<file path="config.mk">
export PLATFORM = sky130hd
export DESIGN_NAME = mhid_ctrl
export DESIGN_NICKNAME = d
export VERILOG_FILES = /design/src/rtl/core/mhid_pkg.sv /design/src/rtl/core/mhid_ctrl.sv
export SDC_FILE = /design/constraint.sdc
export NUM_CORES = 1
export LEC_CHECK = 0
export ABC_AREA = 1
export BUFFER_PORTS_ARGS = -buffer_cell sky130_fd_sc_hd__buf_2
export CAP_MARGIN = 20
export CORE_AREA = 2 2 117 119
export CTS_BUF_LIST = sky130_fd_sc_hd__clkbuf_8
export DETAILED_ROUTE_END_ITERATION = 10
export DIE_AREA = 0 0 119 121
export GPL_TIMING_DRIVEN = 0
export SKIP_CTS_REPAIR_TIMING = 1
export SLEW_MARGIN = 0
export SYNTH_ARGS = -nofsm -noshare
export SYNTH_HDL_FRONTEND = slang
export SYNTH_SLANG_ARGS = --single-unit
</file>
<file path="constraint.sdc">
create_clock -name clk -period 2.3 [get_ports clk]
set_clock_uncertainty 0.05 [all_clocks]
set_input_delay 0.46 -clock clk [delete_from_list [all_inputs] [get_ports clk]]
set_output_delay 0.46 -clock clk [all_outputs]
set_load 0.02 [all_outputs]
</file>
<file path="src/rtl/core/mhid_pkg.sv">
// shared types, constants and functions of the mt19937 hex identifier generator
`timescale 1ns / 1ps

package mhid_pkg;

	localparam int unsigned STATE_WORDS = 624;
	localparam int unsigned TW_M        = 397;
	localparam int unsigned IDX_W       = 10;

	localparam logic [31:0] SEED_MULT  = 32'd1812433253;
	localparam logic [31:0] TW_MATRIX  = 32'h9908_B0DF;
	localparam logic [31:0] TEMPER_B   = 32'h9D2C_5680;
	localparam logic [31:0] TEMPER_C   = 32'hEFC6_0000;

	typedef logic [IDX_W-1:0] idx_t;

	localparam idx_t IDX_END   = idx_t'(STATE_WORDS);
	localparam idx_t IDX_LAST  = idx_t'(STATE_WORDS - 1);
	localparam idx_t FAR_SPLIT = idx_t'(STATE_WORDS - TW_M);
	localparam idx_t FAR_FWD   = idx_t'(TW_M);

	// datapath operation for the current cycle
	typedef enum logic [2:0] {
		OP_NONE,
		OP_SEED0,
		OP_SEED_MUL,
		OP_SEED_WR,
		OP_CUR_LOAD,
		OP_REGEN_WR,
		OP_CHAR
	} op_t;

	typedef struct packed {
		op_t        op;
		idx_t       wr_addr;
		idx_t       rd_addr_a;
		idx_t       rd_addr_b;
		logic [4:0] pos;
		logic       last;
	} mhid_cmd_t;

	typedef struct packed {
		logic out_free;
	} mhid_sts_t;

	function automatic logic [31:0] temper(input logic [31:0] w);
		logic [31:0] y;
		y = w ^ (w >> 11);
		y = y ^ ((y << 7) & TEMPER_B);
		y = y ^ ((y << 15) & TEMPER_C);
		y = y ^ (y >> 18);
		return y;
	endfunction

	function automatic logic [6:0] hex_ascii(input logic [3:0] nib);
		logic [6:0] ch;
		if (nib < 4'd10) begin
			ch = 7'd48 + 7'(nib);
		end else begin
			ch = 7'd55 + 7'(nib);
		end
		return ch;
	endfunction

endpackage

</file>
<file path="src/rtl/core/mhid_ctrl.sv">
// controller: sequences seeding, regeneration and character generation
`timescale 1ns / 1ps

module mhid_ctrl import mhid_pkg::*; #(
	parameter int unsigned ID_CHARS = 32
) (
	input  logic      clk,
	input  logic      arst_n,
	input  logic      in_valid,
	input  logic      in_reseed,
	output logic      in_ready,
	input  mhid_sts_t sts,
	output mhid_cmd_t cmd
);

	localparam int unsigned CNT_W = (ID_CHARS > 1) ? $clog2(ID_CHARS) : 1;
	localparam logic [CNT_W-1:0] CNT_LAST = CNT_W'(ID_CHARS - 1);

	typedef enum logic [3:0] {
		ST_IDLE,
		ST_SEED_MUL,
		ST_SEED_WR,
		ST_GEN,
		ST_GEN_OUT,
		ST_PRE_RD,
		ST_PRE_LD,
		ST_RG_RD,
		ST_RG_WR
	} state_t;

	state_t           state_q;
	mhid_cmd_t        cmd_q;
	idx_t             idx_q;
	idx_t             k_q;
	logic             seeded_q;
	logic [CNT_W-1:0] cnt_q;

	idx_t nxt_k;
	idx_t far_k;

	assign nxt_k = (k_q == IDX_LAST) ? '0 : k_q + idx_t'(1);
	assign far_k = (k_q < FAR_SPLIT) ? k_q + FAR_FWD : k_q - FAR_SPLIT;

	always_ff @(posedge clk or negedge arst_n) begin
		if (!arst_n) begin
			state_q  <= ST_IDLE;
			cmd_q    <= '0;
			idx_q    <= IDX_END;
			k_q      <= '0;
			seeded_q <= 1'b0;
			cnt_q    <= '0;
		end else begin
			unique case (state_q)
				ST_IDLE: begin
					if (in_valid) begin
						cnt_q <= '0;
						if (in_reseed || !seeded_q) begin
							cmd_q.op      <= OP_SEED0;
							cmd_q.wr_addr <= '0;
							k_q           <= idx_t'(1);
							state_q       <= ST_SEED_MUL;
						end else begin
							cmd_q.op <= OP_NONE;
							state_q  <= ST_GEN;
						end
					end else begin
						cmd_q.op <= OP_NONE;
					end
				end
				ST_SEED_MUL: begin
					cmd_q.op <= OP_SEED_MUL;
					state_q  <= ST_SEED_WR;
				end
				ST_SEED_WR: begin
					cmd_q.op      <= OP_SEED_WR;
					cmd_q.wr_addr <= k_q;
					if (k_q == IDX_LAST) begin
						idx_q    <= IDX_END;
						seeded_q <= 1'b1;
						state_q  <= ST_GEN;
					end else begin
						k_q     <= k_q + idx_t'(1);
						state_q <= ST_SEED_MUL;
					end
				end
				ST_GEN: begin
					cmd_q.op <= OP_NONE;
					// wait until no character is pending in the output register
					if (idx_q == IDX_END) begin
						state_q <= ST_PRE_RD;
					end else if (sts.out_free && cmd_q.op != OP_CHAR) begin
						cmd_q.rd_addr_a <= idx_q;
						state_q         <= ST_GEN_OUT;
					end
				end
				ST_GEN_OUT: begin
					cmd_q.op   <= OP_CHAR;
					cmd_q.pos  <= 5'(cnt_q);
					cmd_q.last <= (cnt_q == CNT_LAST);
					idx_q      <= idx_q + idx_t'(1);
					if (cnt_q == CNT_LAST) begin
						state_q <= ST_IDLE;
					end else begin
						cnt_q   <= cnt_q + 1'b1;
						state_q <= ST_GEN;
					end
				end
				ST_PRE_RD: begin
					cmd_q.op        <= OP_NONE;
					cmd_q.rd_addr_a <= '0;
					state_q         <= ST_PRE_LD;
				end
				ST_PRE_LD: begin
					cmd_q.op <= OP_CUR_LOAD;
					k_q      <= '0;
					state_q  <= ST_RG_RD;
				end
				ST_RG_RD: begin
					cmd_q.op        <= OP_NONE;
					cmd_q.rd_addr_a <= nxt_k;
					cmd_q.rd_addr_b <= far_k;
					state_q         <= ST_RG_WR;
				end
				ST_RG_WR: begin
					cmd_q.op      <= OP_REGEN_WR;
					cmd_q.wr_addr <= k_q;
					if (k_q == IDX_LAST) begin
						idx_q   <= '0;
						state_q <= ST_GEN;
					end else begin
						k_q     <= k_q + idx_t'(1);
						state_q <= ST_RG_RD;
					end
				end
				default: begin
					cmd_q.op <= OP_NONE;
					state_q  <= ST_IDLE;
				end
			endcase
		end
	end

	assign in_ready = (state_q == ST_IDLE);
	assign cmd      = cmd_q;

endmodule

</file>
==> run_results.csv <==
group,metric,value,unit
routing,avgRoutedWirePerCell,12.56,um
setup_path,cp_max_fo,10,
run_status,outcome,"complete, no violations",
setup_path,worst_path_largest_cell_delay,0.44,ns
final_layout,fillCellCount,1408,
global_route,grt_pass1_wl,16400,um
yosys,synth_cell_types,34,
die,core,0.01309,mm2
routing,finalWirelength,9396,um
die,num_io_pins,45,
power_and_ir_drop,cellLeakagePower,2.343,nW
global_route,antenna_found_initial,0,
global_route,grt_pass1_vias,3431,
clocking,cts.clk_slew.worst_paths,0.07,ns
place,portBuffers,44,
setup_path,cp-end-kind,"register",
die,rows,42,
yosys,synth.net_count,522,
global_route,grt-ovfl-total,0,
clocking,cts_root_buf,"clkbuf_8",
clocking,clock_path_buffers,2,
setup_path,startpoint,"cnt_q[0]",
setup_path,setup.worst_path.start_class,"register",
timing,finalCriticalPeriod,1.902,ns
timing,hold_viol,0,
timing,finalSetupTns,0,ns
setup_path,required,2.53,ns
clocking,numCtsBuffers,9,
power_and_ir_drop,finalPower,0.004738,W
power_and_ir_drop,p_per_area,1052,mW/mm2
final_layout,final_common_cell,"nand2_1",
die,die_area,0.01440,mm2
setup_path,crit_arrival,2.13,ns
timing,maxSlewHeadroom,42.07,%
setup_path,path_cells,"ha_1 > nand2_1 > nor2_1 > ha_1 > inv_1 > o21ai_0 > nor3_2 > nand3_1 > o21ai_0",
timing,rsz0062_at_grt,"false",
routing,drt_iter0_drc,180,
worst_hold_path,hold_class,"in2async",
die,die_x,119,um
final_layout,synthToLayoutAreaGrowth,16.74,%
setup_path,r2r-start,"cnt_q[0]",
global_route,grt.total_usage,14.30,%
yosys,netlist_instances,512,
clocking,insertion_delay,0.36,ns
routing,drc,0,
routing,drt_pass1_iterations,4,
power_and_ir_drop,ir_worst_vdd,0.0004531,V
yosys,synthesis.area,0.003857,mm2
timing,min_period_over_period,82.68,%
place,gp_congestion,0.8947,
clocking,cts_tree,"yes",
timing,fmax,0.5259,GHz
routing,vias,3388,
run,drv_cap,0,
final_layout,final_cell_mix,"nand2_1, dfrtp_1, inv_1, buf_2, nand3_1",
final_layout,fin_nets,577,
setup_path,rr_endpoint,"cnt_q[1]",
yosys,yosys_register_bits,69,
yosys,synth.yosys.seq_area_share,44.89,%
setup_path,worstRegToRegCells,9,
timing,drv_slew,0,
final_layout,final_cells,748,
die,fp.dieH,121,um
clocking,cts_sinks,69,
die,initial_core_util,29.48,%
yosys,yosys_warnings,0,
setup_path,r2r_slack,0.40,ns
yosys,avgSynthCellArea,7.534,um2
place,hpwl,7061,um
global_route,grt_max_degree,70,
timing,holdWs,0.1766,ns
clocking,htree_levels,3,
final_layout,drive_gt1_share,21.68,%
place,place_inst,732,
setup_path,critPathSlowestCell,"nor3_2",
timing,tightest_slew,0.8690,ns
routing,avgViaCountPerCell,4.529,
routing,drtAntennaViolNets,0,
setup_path,critical_path_class,"reg2reg",
final_layout,antenna_cells,0,
timing,report.final.setup_viol,0,
[registers in the layout, indices dropped and copies added, names as in the netlist]
signal    count
k_q          10
state_q       4
cnt_q         5
idx_q        10
seeded_q      1
cmd          39
[where the power goes]
| group | internal, W | switching, W |
|---|---|---|
| logic | 0.000644 | 0.00136 |
| clock network | 0.000552 | 0.000454 |
| registers | 0.00152 | 0.000204 |
[cell type report]
type	count	area, um2	area share, %
sequential	69	1732	38.46
buffer	14	91.34	2.028
clock inverter	5	51.30	1.139
timing repair buffer	44	222.7	4.946
clock buffer	11	151.4	3.362
tap	176	220.2	4.890
inverter	61	230.2	5.113
multi-input combinational	368	1804	40.07
[Yosys cell counts (all sizes together)]
master | instances | area, um2
a21oi | 9 | 45.04
a31oi | 1 | 6.260
buf | 13 | 87.58
clkbuf | 1 | 3.750
clkinv | 1 | 5.000
dfrtp | 65 | 1627
dfstp | 4 | 105.1
ha | 5 | 62.56
inv | 60 | 225.2
nand2 | 191 | 764.5
nand3 | 44 | 245.2
nand3b | 1 | 7.510
nand4 | 5 | 31.28
nor2 | 48 | 235.2
nor3 | 5 | 30.03
nor3b | 1 | 7.510
o211ai | 1 | 7.510
o21a | 2 | 15.01
o21ai | 35 | 201.4
o22ai | 11 | 68.82
or2 | 1 | 6.260
xnor2 | 2 | 17.52
xor2 | 6 | 52.55
[stage by stage]
| stage | util, % | worst slack [ns] | cell area, um2 |
|---|---|---|---|
| 2_1_floorplan | - | 0.6786 | 3857 |
| 3_3_place_gp | 32.85 | 0.3453 | 4298 |
| 3_5_place_dp | 32.86 | 0.4169 | 4300 |
| 4_1_cts | 34.41 | 0.3771 | 4503 |
| 5_1_grt | 34.41 | 0.1935 | 4503 |
| 6_report | 34.41 | 0.3984 | 4503 |
[worst max-delay path by stage]
stage                     slack, ns  cells after the start  endpoint
after detailed placement       0.42                      8  cnt_q[0]
after global routing           0.19                      9  cnt_q[1]
after floorplan                0.68                      9  cnt_q[4]
after global placement         0.35                      1    cmd[2]
after CTS                      0.38                      4  in_ready
final                          0.40                      9  cnt_q[1]
[worst max-delay path: cells and delay by family (launching register included)]
kind / cells / cell delay, ns
flops: 1 / 0.41
compound gates: 2 / 0.21
fa+ha+maj: 2 / 0.39
buf+inv: 1 / 0.07
simple gates: 4 / 0.69
[kinds of logic (layout without fill, tap and decap cells)]
logic type               after synthesis  in the layout  synth area share [%]
XOR/XNOR                               8              8                 1.816
AO/OA/AOI/OAI                         59             59                 8.920
buffers and inverters                 75            135                 8.336
flip-flops                            69             69                 44.89
AND/OR/NAND/NOR                      296            296                 34.41
adder cells (fa/ha/maj)                5              5                 1.622
[routing by layer]
layer,global-route usage [%],vias up,part of all wire (%)
met1,16.99,1570,45
met3,4.323,10,5.1
met4,3.943,0,1.3
met5,0,-,0
li1,-,1734,-
met2,25.07,74,49
Note: power is estimated with default switching activity, not from simulation.
